$ cat src/design/esc_pkg.sv
// Package for the epoch-seconds to calendar converter: state codes, time
// constants, the subtractor result type and the month length table.
// No dependencies.
`default_nettype none
package esc_pkg;

  localparam int unsigned TIME_W   = 32;
  localparam int unsigned OFFSET_W = 17;

  localparam logic [TIME_W-1:0] MIN_SECS     = 32'd60;
  localparam logic [TIME_W-1:0] HOUR_SECS    = 32'd3600;
  localparam logic [TIME_W-1:0] DAY_SECS     = 32'd86400;
  localparam logic [TIME_W-1:0] DAYS28_SECS  = 32'd2419200;
  localparam logic [TIME_W-1:0] DAYS29_SECS  = 32'd2505600;
  localparam logic [TIME_W-1:0] DAYS30_SECS  = 32'd2592000;
  localparam logic [TIME_W-1:0] DAYS31_SECS  = 32'd2678400;
  localparam logic [TIME_W-1:0] YEAR365_SECS = 32'd31536000;
  localparam logic [TIME_W-1:0] YEAR366_SECS = 32'd31622400;

  localparam logic [OFFSET_W-1:0] OFFSET_RESET = 17'd10800;

  // Register indexes.
  localparam logic REG_ZONE_OFFSET = 1'b0;

  typedef enum logic [2:0] {
    ESC_IDLE,
    ESC_YEAR,
    ESC_MONTH,
    ESC_DAY,
    ESC_HOUR,
    ESC_MIN
  } esc_state_t;

  typedef struct packed {
    logic              ge;
    logic [TIME_W-1:0] diff;
  } esc_sub_t;

  // Length of a month in seconds; leap means the two-digit year is a multiple of 4.
  function automatic logic [TIME_W-1:0] month_span(input logic [3:0] mon, input logic leap);
    logic [TIME_W-1:0] span;
    if (mon == 4'd2) begin
      span = leap ? DAYS29_SECS : DAYS28_SECS;
    end else if ((mon[0] && mon < 4'd8) || (!mon[0] && mon > 4'd7)) begin
      span = DAYS31_SECS;
    end else begin
      span = DAYS30_SECS;
    end
    return span;
  endfunction

endpackage
`default_nettype wire

$ cat src/design/esc_sub_unit.sv
// Shared compare-and-subtract unit of the calendar converter.
// Depends on esc_pkg.
`default_nettype none
module esc_sub_unit
  import esc_pkg::*;
(
  input  wire logic [TIME_W-1:0] a,
  input  wire logic [TIME_W-1:0] b,
  output esc_sub_t               res
);

  logic [TIME_W:0] full;

  // A clear borrow bit means a is at least b.
  assign full     = {1'b0, a} - {1'b0, b};
  assign res.ge   = ~full[TIME_W];
  assign res.diff = full[TIME_W-1:0];

endmodule
`default_nettype wire

$ cat src/design/epoch_seconds_to_calendar_core.sv
// Epoch-seconds to calendar converter, top level. Depends on esc_pkg and esc_sub_unit.
// Busy stays high until the result shows, so a new conversion is taken only after the
// last one is through; every phase uses the single shared 32-bit compare-and-subtract unit.
// Reset (rst_n low, synchronous) idles the sequencer and loads the zone offset with 10800.
`default_nettype none
module epoch_seconds_to_calendar_core
  import esc_pkg::*;
(
  input  wire logic                clk,
  input  wire logic                rst_n,
  // Command channel
  input  wire logic                start,
  output logic                     busy,
  input  wire logic [TIME_W-1:0]   in_epoch_seconds,
  // Result channel, one cycle strobe, cannot be held off
  output logic                     out_valid,
  output logic [4:0]               out_century,
  output logic [6:0]               out_year_in_century,
  output logic [3:0]               out_month,
  output logic [4:0]               out_day_of_month,
  output logic [4:0]               out_hour,
  output logic [5:0]               out_minute,
  output logic [5:0]               out_second,
  // Configuration port
  input  wire logic                psel,
  input  wire logic                penable,
  input  wire logic                pwrite,
  input  wire logic [2:0]          paddr,
  input  wire logic [31:0]         pwdata,
  output logic [31:0]              prdata,
  output logic                     pready
);

  // ---------------------------------------------------------------------------
  // Configuration register. The register index is the word address, bit 2 of
  // the byte address; a write to any other index is dropped.
  // ---------------------------------------------------------------------------
  logic [OFFSET_W-1:0] zone_r;
  logic                cfg_write;

  assign pready    = 1'b1;
  assign cfg_write = psel && penable && pwrite && pready;

  always_ff @(posedge clk) begin
    if (!rst_n) begin
      zone_r <= OFFSET_RESET;
    end else if (cfg_write && paddr[2] == REG_ZONE_OFFSET) begin
      zone_r <= pwdata[OFFSET_W-1:0];
    end
  end

  // Reads return the offset sign-extended to the bus width.
  always_comb begin
    if (paddr[2] == REG_ZONE_OFFSET) begin
      prdata = {{(32 - OFFSET_W){zone_r[OFFSET_W-1]}}, zone_r};
    end else begin
      prdata = '0;
    end
  end

  // ---------------------------------------------------------------------------
  // Sequencer state. The working count t_r shrinks as whole years, then whole
  // months are subtracted; days, hours and minutes then come out of three
  // restoring divisions that share the same subtractor, one quotient bit per
  // cycle starting with the divisor shifted left by step_r.
  // ---------------------------------------------------------------------------
  esc_state_t        state_r, state_nxt;
  logic [TIME_W-1:0] t_r, t_nxt;
  logic [4:0]        century_r, century_nxt;
  logic [6:0]        yy_r, yy_nxt;
  logic [3:0]        mon_r, mon_nxt;
  logic [2:0]        step_r, step_nxt;
  logic [5:0]        quot_r, quot_nxt;
  logic [4:0]        day_r, day_nxt;
  logic [4:0]        hour_r, hour_nxt;
  logic              out_valid_r, out_valid_nxt;
  logic              out_load;
  logic [5:0]        minute_nxt, second_nxt;

  logic [TIME_W-1:0] operand;
  logic              leap;
  logic [5:0]        quot_shift;
  esc_sub_t          sub;

  // The leap rule looks only at the two-digit year.
  assign leap       = (yy_r[1:0] == 2'b00);
  assign quot_shift = {quot_r[4:0], sub.ge};

  // Operand of the shared unit for the current phase.
  always_comb begin
    unique case (state_r)
      ESC_YEAR:  operand = leap ? YEAR366_SECS : YEAR365_SECS;
      ESC_MONTH: operand = month_span(mon_r, leap);
      ESC_DAY:   operand = DAY_SECS << step_r;
      ESC_HOUR:  operand = HOUR_SECS << step_r;
      ESC_MIN:   operand = MIN_SECS << step_r;
      default:   operand = '0;
    endcase
  end

  esc_sub_unit u_sub (
    .a   (t_r),
    .b   (operand),
    .res (sub)
  );

  assign busy = (state_r != ESC_IDLE);

  always_comb begin
    state_nxt     = state_r;
    t_nxt         = t_r;
    century_nxt   = century_r;
    yy_nxt        = yy_r;
    mon_nxt       = mon_r;
    step_nxt      = step_r;
    quot_nxt      = quot_r;
    day_nxt       = day_r;
    hour_nxt      = hour_r;
    out_valid_nxt = 1'b0;
    out_load      = 1'b0;
    minute_nxt    = quot_shift;
    second_nxt    = sub.ge ? sub.diff[5:0] : t_r[5:0];

    unique case (state_r)
      ESC_IDLE: begin
        if (start) begin
          // The sum wraps modulo 2^32 by truncation.
          t_nxt       = in_epoch_seconds
                        + {{(TIME_W - OFFSET_W){zone_r[OFFSET_W-1]}}, zone_r};
          century_nxt = 5'd19;
          yy_nxt      = 7'd70;
          mon_nxt     = 4'd1;
          state_nxt   = ESC_YEAR;
        end
      end
      ESC_YEAR: begin
        // A remainder equal to a full year rolls into the next year.
        if (sub.ge) begin
          t_nxt = sub.diff;
          if (yy_r == 7'd99) begin
            yy_nxt      = 7'd0;
            century_nxt = century_r + 5'd1;
          end else begin
            yy_nxt = yy_r + 7'd1;
          end
        end else begin
          state_nxt = ESC_MONTH;
        end
      end
      ESC_MONTH: begin
        // December absorbs whatever is left of the year.
        if (sub.ge && mon_r < 4'd12) begin
          t_nxt   = sub.diff;
          mon_nxt = mon_r + 4'd1;
        end else begin
          state_nxt = ESC_DAY;
          step_nxt  = 3'd4;
          quot_nxt  = '0;
        end
      end
      ESC_DAY: begin
        if (sub.ge) begin
          t_nxt = sub.diff;
        end
        quot_nxt = quot_shift;
        step_nxt = step_r - 3'd1;
        if (step_r == 3'd0) begin
          day_nxt   = quot_shift[4:0] + 5'd1;
          quot_nxt  = '0;
          step_nxt  = 3'd4;
          state_nxt = ESC_HOUR;
        end
      end
      ESC_HOUR: begin
        if (sub.ge) begin
          t_nxt = sub.diff;
        end
        quot_nxt = quot_shift;
        step_nxt = step_r - 3'd1;
        if (step_r == 3'd0) begin
          hour_nxt  = quot_shift[4:0];
          quot_nxt  = '0;
          step_nxt  = 3'd5;
          state_nxt = ESC_MIN;
        end
      end
      ESC_MIN: begin
        if (sub.ge) begin
          t_nxt = sub.diff;
        end
        quot_nxt = quot_shift;
        step_nxt = step_r - 3'd1;
        if (step_r == 3'd0) begin
          // Last quotient bit gives the minute; what remains is the second.
          out_load      = 1'b1;
          out_valid_nxt = 1'b1;
          state_nxt     = ESC_IDLE;
        end
      end
      default: begin
        state_nxt = ESC_IDLE;
      end
    endcase
  end

  always_ff @(posedge clk) begin
    if (!rst_n) begin
      state_r     <= ESC_IDLE;
      out_valid_r <= 1'b0;
    end else begin
      state_r     <= state_nxt;
      out_valid_r <= out_valid_nxt;
    end
  end

  always_ff @(posedge clk) begin
    t_r       <= t_nxt;
    century_r <= century_nxt;
    yy_r      <= yy_nxt;
    mon_r     <= mon_nxt;
    step_r    <= step_nxt;
    quot_r    <= quot_nxt;
    day_r     <= day_nxt;
    hour_r    <= hour_nxt;
  end

  // Result registers hold the last result so the sequencer may start anew
  // in the very cycle the strobe is shown.
  always_ff @(posedge clk) begin
    if (out_load) begin
      out_century         <= century_r;
      out_year_in_century <= yy_r;
      out_month           <= mon_r;
      out_day_of_month    <= day_r;
      out_hour            <= hour_r;
      out_minute          <= minute_nxt;
      out_second          <= second_nxt;
    end
  end

  assign out_valid = out_valid_r;

endmodule
`default_nettype wire

$ cat config.mk
export PLATFORM = sky130hd
export DESIGN_NAME = epoch_seconds_to_calendar_core
export DESIGN_NICKNAME = d
export VERILOG_FILES = /design/src/design/esc_pkg.sv /design/src/design/esc_sub_unit.sv /design/src/design/epoch_seconds_to_calendar_core.sv
export SDC_FILE = /design/constraint.sdc
export NUM_CORES = 1
export LEC_CHECK = 0
export ABC_AREA = 1
export BUFFER_PORTS_ARGS = -buffer_cell sky130_fd_sc_hd__clkbuf_2
export CAP_MARGIN = 10
export CORE_ASPECT_RATIO = 1.1
export CORE_MARGIN = 3
export CORE_UTILIZATION = 45
export DETAILED_ROUTE_END_ITERATION = 10
export PLACE_DENSITY_LB_ADDON = 0.2
export SYNTH_ARGS = -nofsm -noshare
export SYNTH_HDL_FRONTEND = slang
export SYNTH_SLANG_ARGS = --single-unit
$ cat constraint.sdc
create_clock -name clk -period 7 [get_ports clk]
set_input_delay 1.4 -clock clk [delete_from_list [all_inputs] [get_ports clk]]
set_output_delay 1.4 -clock clk [all_outputs]
set_load 0.01 [all_outputs]
==> results of run 1 <==
per-stage QoR:
stage / total power, W / worst slack, ns / hold slack, ns / instances / utilization [%]
6_report: 0.00427 / 2.52 / 0.418 / 1605 / 53.1
5_1_grt: 0.00466 / 2.03 / 0.423 / 1605 / 53.1
4_1_cts: 0.00427 / 2.52 / 0.419 / 1605 / 53.1
3_5_place_dp: 0.00335 / 2.55 / 0.405 / 1573 / 50.0
3_3_place_gp: 0.00331 / 2.55 / 0.402 / 1573 / 50.0
2_1_floorplan: 0.00284 / 2.63 / 0.400 / 1226 / -
synthesized netlist by cell type (2+ instances only):
library cell / number / share of area [%]
or2_2: 6 / 0.41
inv_1: 133 / 5.4
buf_6: 3 / 0.37
dfxtp_1: 21 / 4.5
a21boi_0: 3 / 0.24
o21a_1: 6 / 0.49
nand2_1: 290 / 12
and3_1: 3 / 0.20
a221oi_1: 2 / 0.19
clkbuf_1: 7 / 0.28
o21ai_0: 88 / 4.8
inv_4: 3 / 0.20
nor3b_1: 3 / 0.24
o21ai_1: 18 / 0.97
nand4_1: 10 / 0.68
buf_2: 6 / 0.32
nand2_4: 2 / 0.24
o22ai_1: 2 / 0.14
a21oi_2: 2 / 0.19
xnor2_1: 6 / 0.57
nand3_2: 2 / 0.22
edfxtp_1: 104 / 34
nand3b_1: 6 / 0.49
o21bai_1: 7 / 0.57
ha_1: 64 / 8.7
a21oi_1: 119 / 6.4
nand3_1: 45 / 2.4
a31oi_1: 4 / 0.27
nor2_4: 2 / 0.24
nor2_8: 2 / 0.43
nor3_2: 2 / 0.22
nand2_2: 8 / 0.54
buf_4: 17 / 1.4
nor4_1: 2 / 0.14
o211ai_1: 5 / 0.41
inv_2: 10 / 0.41
nor2_1: 156 / 6.3
nor2_2: 5 / 0.34
a21o_1: 5 / 0.41
xor2_1: 14 / 1.3
nor3_1: 16 / 0.87
o21ai_2: 3 / 0.28
layout by cell type, fill, tap and decap left out, types with 3 or more instances in the layout:
cell type,netlist,final
a21oi_1,119,119
nor2_4,2,3
o21ai_2,3,3
nor3b_1,3,3
inv_8,0,7
dfxtp_1,21,21
clkinv_8,0,3
nand2_2,8,8
inv_2,10,10
inv_4,3,3
o21ai_1,18,18
nor2_2,5,6
a21o_1,5,5
and3_1,3,3
or2_2,6,6
edfxtp_1,104,104
o21ai_0,88,88
nand4_1,10,10
xor2_1,14,14
o21bai_1,7,7
inv_1,133,133
clkbuf_2,0,127
xnor2_1,6,6
a31oi_1,4,4
nor2_1,156,154
o211ai_1,5,5
o21a_1,6,6
ha_1,64,64
nand2_1,290,290
clkbuf_16,0,17
nand3b_1,6,6
a21boi_0,3,3
nor3_1,16,16
nand3_1,45,45
registers in the layout, summed over array words and instances (netlist names), 6 cells and up:
register / cells
out_year_in_century: 7
out_minute: 6
zone_r: 17
t_r: 32
yy_r: 7
out_second: 6
final cells by class:
cell class / instances / area, um^2
Fill cell: 1962 / 9380
Multi-Input combinational cell: 921 / 4930
Sequential cell: 125 / 3540
Timing Repair Buffer: 129 / 651
Inverter: 146 / 556
Clock buffer: 17 / 425
Tap cell: 252 / 315
Clock inverter: 15 / 193
metal layers:
layer	share of wire [%]	global-route usage [%]	wire length, um
met1	44	26.8	10100
met2	48	36.0	11000
met3	5.8	3.73	1330
met5	0	0	0
met4	2.5	7.51	575
report_power, final:
part	internal (W)	switching (W)
registers	0.00108	0.000126
clock network	0.000517	0.000398
logic	0.000707	0.00144
worst max path at each step:
stage                     from       to  slack (ns)  cells after the start
CTS                 state_r[1]  t_r[24]        2.52                     22
floorplan           state_r[1]  t_r[10]        2.63                     20
global placement    state_r[1]  t_r[26]        2.55                     22
finish              state_r[1]   t_r[6]        2.52                     22
global route        state_r[1]   t_r[6]        2.03                     22
detailed placement  state_r[1]  t_r[26]        2.55                     22
cell families (layout without fill, tap and decap cells):
group | after synthesis | count (layout) | synth area share, %
buffers and inverters | 180 | 307 | 8.41
other | 1 | 1 | 0.0406
adders and majority gates | 65 | 65 | 8.88
DFF | 125 | 125 | 38.3
xor gates and xnor gates | 20 | 20 | 1.90
and+or+nand+nor | 565 | 565 | 26.4
AOI/OAI and AO/OA | 270 | 270 | 16.1
==> impl_table.tex, run 1 <==
\begin{tabular}{lr}
\hline
Metric & Value \\
\hline
\multicolumn{2}{l}{\textbf{Synth}} \\
\quad Top\_reg\_cell synth & edfxtp\_1 \\
\quad Async set or reset register ratio after synthesis & 0\% \\
\quad Cells after synthesis & 1226 \\
\quad Net Count, Synth & 1364 \\
\quad Count of synthesis-stage warnings from yosys & 0 \\
\quad Library cells used by synthesis & 56 \\
\quad Mapped cell area & 9240 um\^{}2 \\
\quad Number of synthesized register bits & 125 \\
\quad Number of enable flip-flop cells after synthesis & 104 \\
\quad Post-synthesis sequential area ratio & 38.3\% \\
\quad Post-Synthesis Mean Instance Area & 7.54 um\^{}2 \\
\multicolumn{2}{l}{\textbf{Setup path}} \\
\quad Dominant cell type by count on the critical path & nand2\_1 \\
\quad Family with the most delay on the worst path & simple AND/OR/NAND/NOR gates \\
\quad Capture instance of the worst register-to-register path & t\_r[6] \\
\quad Worst reg-to-reg path cell count & 22 \\
\quad Largest fanout on the critical path & 30 \\
\quad Flop-to-flop setup slack & 2.52 ns \\
\quad Largest stage delay on the critical path & 0.45 ns \\
\quad Launching element type of the critical path & flop \\
\quad Critical path, cell by cell & inv\_2 > ha\_1 > nor2\_1 > inv\_1 > o21ai\_1 > o21ai\_0 > o21ai\_1 > a31oi\_1 > ha\_1 > nand2\_2 > inv\_1 > nand2\_1 > nand2\_1 > nand2\_1 > nand2\_1 > a21oi\_1 > nand2\_2 > nand2\_1 > nand2\_1 > nand2\_1 > nor2\_2 > buf\_4 \\
\quad Slowest stage cell on the critical path & dfxtp\_1 \\
\quad Arr. time, crit path & 4.56 ns \\
\quad CP Class & flop to flop \\
\quad Worst path bufs/invs & 4 \\
\quad Kind of end point of the critical path & flop \\
\quad Worst path required time & 7.08 ns \\
\quad Worst reg2reg startpoint & state\_r[1] \\
\multicolumn{2}{l}{\textbf{Timing}} \\
\quad Final Hold Viols & 0 \\
\quad Max-slew violation count & 0 \\
\quad Total of endpoints with negative setup slack in the final report & 0 \\
\quad Fmax & 223 MHz \\
\quad Clock skew & 0.00965 ns \\
\quad Worst slew margin & 31.1\% \\
\quad Total Neg Setup Slack & 0 ns \\
\quad Setup repair after global routing missed its margin & no \\
\quad Min Tclk post-route & 4.48 ns \\
\quad Part of the cycle the worst path needs & 64.0\% \\
\quad Worst-margin pin slew & 1.03 ns \\
\multicolumn{2}{l}{\textbf{Placement}} \\
\quad IO buf count & 127 \\
\quad Detailed-placement wirelength estimate & 18200 um \\
\quad Placed Instance Area & 10000 um\^{}2 \\
\quad RePlAce Congestion & 0.906 \\
\multicolumn{2}{l}{\textbf{Clock network}} \\
\quad Clock insertion delay at the later pin of the skew report & 0.43 ns \\
\quad Sink Count & 125 \\
\quad Number of hold-repair buffers added at the cts stage & 0 \\
\quad Post-cts repair resize count & 0 \\
\quad Clk root buf & clkbuf\_16 \\
\quad Clock-pin slew on the worst setup and hold paths & 0.07 ns \\
\quad Clock buffer count from CTS & 17 \\
\quad H-tree lvl count & 4 \\
\quad Clk buf depth & 2 \\
\quad Post-CTS setup repair buffer count & 0 \\
\quad CTS tree & yes \\
\multicolumn{2}{l}{\textbf{Routing}} \\
\quad Detailed Route Iter0 Violations & 405 \\
\quad Average wire per cell in the routed design & 14.3 um \\
\quad Residual DRC & 0 \\
\quad Total wirelength of the detailed-routed design & 23000 um \\
\quad Number of vias per cell & 5.22 \\
\quad Via count & 8384 \\
\quad Antenna Violating Nets Remaining & 0 \\
\quad Iteration count of the initial detailed-routing pass & 7 \\
\multicolumn{2}{l}{\textbf{Floorplanning}} \\
\quad Die ar. & 22300 um\^{}2 \\
\quad Die height & 156 um \\
\quad Boundary pin count & 146 \\
\quad Die X-Extent & 143 um \\
\quad Std-Cell Rows & 54 \\
\quad Effective utilization at floorplan & 46.2\% \\
\quad Area of the core & 20000 um\^{}2 \\
\multicolumn{2}{l}{\textbf{GRT}} \\
\quad Number of antenna violations at the first check in global routing & 0 \\
\quad Overall routing resource usage & 21.1\% \\
\quad First-pass GRT wire length & 37900 um \\
\quad Remaining global-route overflow & 0 \\
\quad Maximum number of pins on one net before global-route repair & 39 \\
\quad Vias in the first global route & 8006 \\
\multicolumn{2}{l}{\textbf{Finish}} \\
\quad ANT cells & 0 \\
\quad Final instance area & 10600 um\^{}2 \\
\quad NumNets Final & 1478 \\
\quad P\&R area growth vs syn & 14.9\% \\
\quad Share of cells above drive strength 1 & 15.8\% \\
\multicolumn{2}{l}{\textbf{Power and ir drop}} \\
\quad Standby leakage power & 4.88 nW \\
\quad IR Drop Worst-Case VDD & 0.257 mV \\
\quad PwrDens & 402 nW/um\^{}2 \\
\multicolumn{2}{l}{\textbf{Min path}} \\
\quad Worst hold path endpoint & out\_minute[5] \\
\quad Cell depth of the worst min-delay path & 0 \\
\quad Worst Min Path Start & quot\_r[4] \\
\quad Type of the tightest min-delay check & flop to flop \\
\multicolumn{2}{l}{\textbf{Flow run}} \\
\quad Reported max-cap violation count & 0 \\
\multicolumn{2}{l}{\textbf{Run status}} \\
\quad Run status & completed \\
\hline
\end{tabular}
Note: power is estimated with default switching activity, not from simulation.
==> run 2, diff against run 1 <==
--- a/config.mk
+++ b/config.mk
@@ -5,7 +5,7 @@
 export SDC_FILE = /design/constraint.sdc
 export NUM_CORES = 1
 export LEC_CHECK = 0
-export ABC_AREA = 1
+export ABC_AREA = 0
 export BUFFER_PORTS_ARGS = -buffer_cell sky130_fd_sc_hd__clkbuf_2
 export CAP_MARGIN = 10
 export CORE_ASPECT_RATIO = 1.1
==> constraint.sdc (replaced) <==
create_clock -name clk -period 4 [get_ports clk]
set_input_delay 0.8 -clock clk [delete_from_list [all_inputs] [get_ports clk]]
set_output_delay 0.8 -clock clk [all_outputs]
set_load 0.01 [all_outputs]
==> impl_table.tex, run 2 <==
\begin{tabular}{lr}
\hline
Metric & Value \\
\hline
\multicolumn{2}{l}{\textbf{Clock network}} \\
\quad H-tree lvl count & 4 \\
\quad Clock insertion delay at the later pin of the skew report & 0.43 ns \\
\quad Sink Count & 125 \\
\quad Clk root buf & clkbuf\_16 \\
\quad CTS tree & yes \\
\quad Number of hold-repair buffers added at the cts stage & 0 \\
\quad Clock buffer count from CTS & 17 \\
\quad Clk buf depth & 2 \\
\quad Clock-pin slew on the worst setup and hold paths & 0.06 ns \\
\multicolumn{2}{l}{\textbf{Finish}} \\
\quad Max reg flops & 32 \\
\quad Top flop regs & t\_r: 32 flops, zone\_r: 17 flops \\
\quad Post-route insts no fill & 1408 \\
\quad Number of filler instances in the final layout & 1714 \\
\quad Largest register by flop count & t\_r \\
\quad Share of cells above drive strength 1 & 26.3\% \\
\quad Leading cell type in the layout, fill and taps excluded & clkbuf\_2 \\
\quad NumNets Final & 1290 \\
\quad P\&R area growth vs syn & 25.5\% \\
\quad Leading cell types in the layout, fill and taps excluded & clkbuf\_2 (127), nand2\_1 (114), edfxtp\_1 (104) \\
\quad ANT cells & 0 \\
\quad Fraction of the core area covered by cells at the end of the flow & 58.2\% \\
\multicolumn{2}{l}{\textbf{Setup path}} \\
\quad Capture instance of the worst register-to-register path & t\_r[14] \\
\quad Kind of end point of the critical path & flop \\
\quad Levels on crit path & 19 \\
\quad Launching element type of the critical path & flop \\
\quad CP Class & flop to flop \\
\quad Destination of the critical timing path & t\_r[14] \\
\quad Largest stage delay on the critical path & 0.34 ns \\
\quad Critical path, cell by cell & buf\_6 > buf\_4 > nor3\_1 > and2\_1 > o21ai\_0 > o21ai\_1 > nor3\_1 > ha\_1 > nand3\_1 > a21oi\_2 > o21ai\_1 > a21oi\_2 > a211oi\_2 > buf\_4 > o31ai\_4 > buf\_6 > o21ai\_2 > a31oi\_4 > buf\_12 \\
\quad Largest fanout on the critical path & 23 \\
\quad Slowest stage cell on the critical path & dfxtp\_2 \\
\quad Launch point of the worst path & state\_r[2] \\
\quad Worst path bufs/invs & 5 \\
\quad Worst reg2reg startpoint & state\_r[2] \\
\quad Family with the most delay on the worst path & compound AO/OA/AOI/OAI gates \\
\quad Worst reg-to-reg path cell count & 19 \\
\quad Arr. time, crit path & 3.95 ns \\
\quad Flop-to-flop setup slack & 0.17 ns \\
\quad Worst path required time & 4.12 ns \\
\multicolumn{2}{l}{\textbf{Power and ir drop}} \\
\quad Net Sw Frac & 32.0\% \\
\quad Register share of total power & 35.5\% \\
\quad PwrDens & 427 nW/um\^{}2 \\
\quad Cell Int Power & 0.00315 W \\
\quad IR Drop Worst-Case VDD & 0.307 mV \\
\quad Net switching power & 0.00148 W \\
\quad Comb power frac & 31.6\% \\
\quad Share of total power in the clock network & 32.9\% \\
\quad Standby leakage power & 4.52 nW \\
\multicolumn{2}{l}{\textbf{Synth}} \\
\quad Number of synthesized register bits & 125 \\
\quad Count of synthesis-stage warnings from yosys & 0 \\
\quad Post-Synthesis Mean Instance Area & 8.94 um\^{}2 \\
\quad Net Count, Synth & 1103 \\
\quad Cells after synthesis & 965 \\
\quad Cell taking the most area after synthesis & edfxtp\_1 \\
\quad Top cells by count, synth & nand2\_1 (117), edfxtp\_1 (104), nor2\_1 (100), a21oi\_1 (98), o21ai\_0 (72) \\
\quad Top\_reg\_cell synth & edfxtp\_1 \\
\quad Library cells used by synthesis & 71 \\
\quad Portion of synthesized cell area occupied by the leading cell type & 36.2\% \\
\quad Post-synthesis sequential area ratio & 41.1\% \\
\quad Cells taking the most area after synthesis & edfxtp\_1 (36\%), ha\_1 (9.3\%), a21oi\_1 (5.7\%) \\
\quad Mapped cell area & 8630 um\^{}2 \\
\quad Number of enable flip-flop cells after synthesis & 104 \\
\quad Most repeated cell in the gate-level netlist after synthesis & nand2\_1 \\
\quad Async set or reset register ratio after synthesis & 0\% \\
\multicolumn{2}{l}{\textbf{Routing}} \\
\quad Detailed Route Iter0 Violations & 444 \\
\quad Via count & 7695 \\
\quad Antenna Violating Nets Remaining & 0 \\
\quad Total wirelength of the detailed-routed design & 22000 um \\
\quad Iteration count of the initial detailed-routing pass & 5 \\
\quad Residual DRC & 0 \\
\quad Number of vias per cell & 5.47 \\
\quad Average wire per cell in the routed design & 15.6 um \\
\multicolumn{2}{l}{\textbf{GRT}} \\
\quad Number of antenna violations at the first check in global routing & 0 \\
\quad Overall routing resource usage & 20.6\% \\
\quad Remaining global-route overflow & 0 \\
\quad Maximum number of pins on one net before global-route repair & 36 \\
\quad Vias in the first global route & 7133 \\
\quad First-pass GRT wire length & 35300 um \\
\multicolumn{2}{l}{\textbf{Floorplanning}} \\
\quad Std-Cell Rows & 52 \\
\quad Boundary pin count & 146 \\
\quad Effective utilization at floorplan & 46.4\% \\
\quad Die X-Extent & 138 um \\
\quad Die ar. & 20900 um\^{}2 \\
\quad Die height & 151 um \\
\quad Area of the core & 18600 um\^{}2 \\
\multicolumn{2}{l}{\textbf{Timing}} \\
\quad Max-slew violation count & 0 \\
\quad Part of the cycle the worst path needs & 95.7\% \\
\quad Worst slew margin & 47.0\% \\
\quad Total of endpoints with negative setup slack in the final report & 0 \\
\quad Clock skew & 0.0124 ns \\
\quad Smallest hold slack & 0.417 ns \\
\quad Min Tclk post-route & 3.83 ns \\
\quad Final Hold Viols & 0 \\
\quad Fmax & 261 MHz \\
\quad Worst-margin pin slew & 0.794 ns \\
\multicolumn{2}{l}{\textbf{Min path}} \\
\quad Cell depth of the worst min-delay path & 0 \\
\quad Type of the tightest min-delay check & flop to flop \\
\multicolumn{2}{l}{\textbf{Placement}} \\
\quad IO buf count & 127 \\
\quad RePlAce Congestion & 0.947 \\
\quad Detailed-placement wirelength estimate & 16500 um \\
\quad Total placed cells including tap cells & 1364 \\
\multicolumn{2}{l}{\textbf{Run status}} \\
\quad Run status & completed \\
\multicolumn{2}{l}{\textbf{Flow run}} \\
\quad Reported max-cap violation count & 0 \\
\hline
\end{tabular}
[run 2: routing by layer]
metal	share of wire [%]	global-route usage [%]	routed length (um)
met5	0	0	0
met4	2.1	6.62	470
met3	4.9	4.29	1080
met2	48	34.9	10600
met1	45	26.5	9850
[run 2: power by group through the flow]
stage	sequential [W]	combinational (W)	clock, W
4_1_cts	0.00164	0.00141	0.00154
3_3_place_gp	0.00166	0.00137	0
3_5_place_dp	0.00167	0.00139	0
5_1_grt	0.00165	0.00164	0.00160
6_report	0.00164	0.00146	0.00152
2_1_floorplan	0.00164	0.000959	0
[run 2: cell families (layout without fill, tap and decap cells)]
kind of cell             count (synthesis)  in the layout  share of synthesized area [%]
flip-flops                             125            125                           41.1
AND/OR/NAND/NOR                        374            374                           20.3
buffers and inverters                   78            278                           4.25
other                                    1              1                         0.0434
XOR/XNOR                                57             57                           5.78
AO/OA/AOI/OAI                          265            265                           19.0
adder cells (fa/ha/maj)                 65             65                           9.51
[run 2: metrics by stage]
step / setup WS (ns) / total power (W) / TNS (ns) / instance area [um^2]
after floorplan: 0.00827 / 0.00260 / 0 / 8710
after global placement: -0.0218 / 0.00304 / -0.426 / 10000
after detailed placement: -0.0457 / 0.00306 / -0.286 / 10000
after CTS: 0.00718 / 0.00459 / 0 / 10600
after global routing: -0.0416 / 0.00489 / -1.09 / 10800
final: 0.172 / 0.00463 / 0 / 10800
[run 2: worst min-delay path by stage]
stage	to	startpoint	slack, ns
3_3_place_gp	out_minute[5]	quot_r[4]	0.40
3_5_place_dp	out_day_of_month[3]	day_r[3]	0.40
6_report	out_hour[3]	hour_r[3]	0.42
2_1_floorplan	out_day_of_month[0]	day_r[0]	0.40
5_1_grt	out_second[0]	t_r[0]	0.42
4_1_cts	out_hour[0]	hour_r[0]	0.42
[run 2: area by class of cell]
class / count / area [um^2] / area share (%)
multi-input combinational: 762 / 4910 / 45.3
sequential: 125 / 3550 / 32.7
timing repair buffer: 223 / 1410 / 13.0
clock buffer: 18 / 429 / 3.96
tap: 243 / 304 / 2.81
clock inverter: 14 / 145 / 1.34
inverter: 23 / 88.8 / 0.820
[run 2: timing repair]
item | 4_1_cts | 5_1_grt
buffers inserted | 0 | 11
gates resized for setup | 3 | 49
endpoints found under the setup margin | 41 | 77
cloned | 0 | 1
endpoints found under the hold margin | 0 | 0
pin swaps | 0 | 11
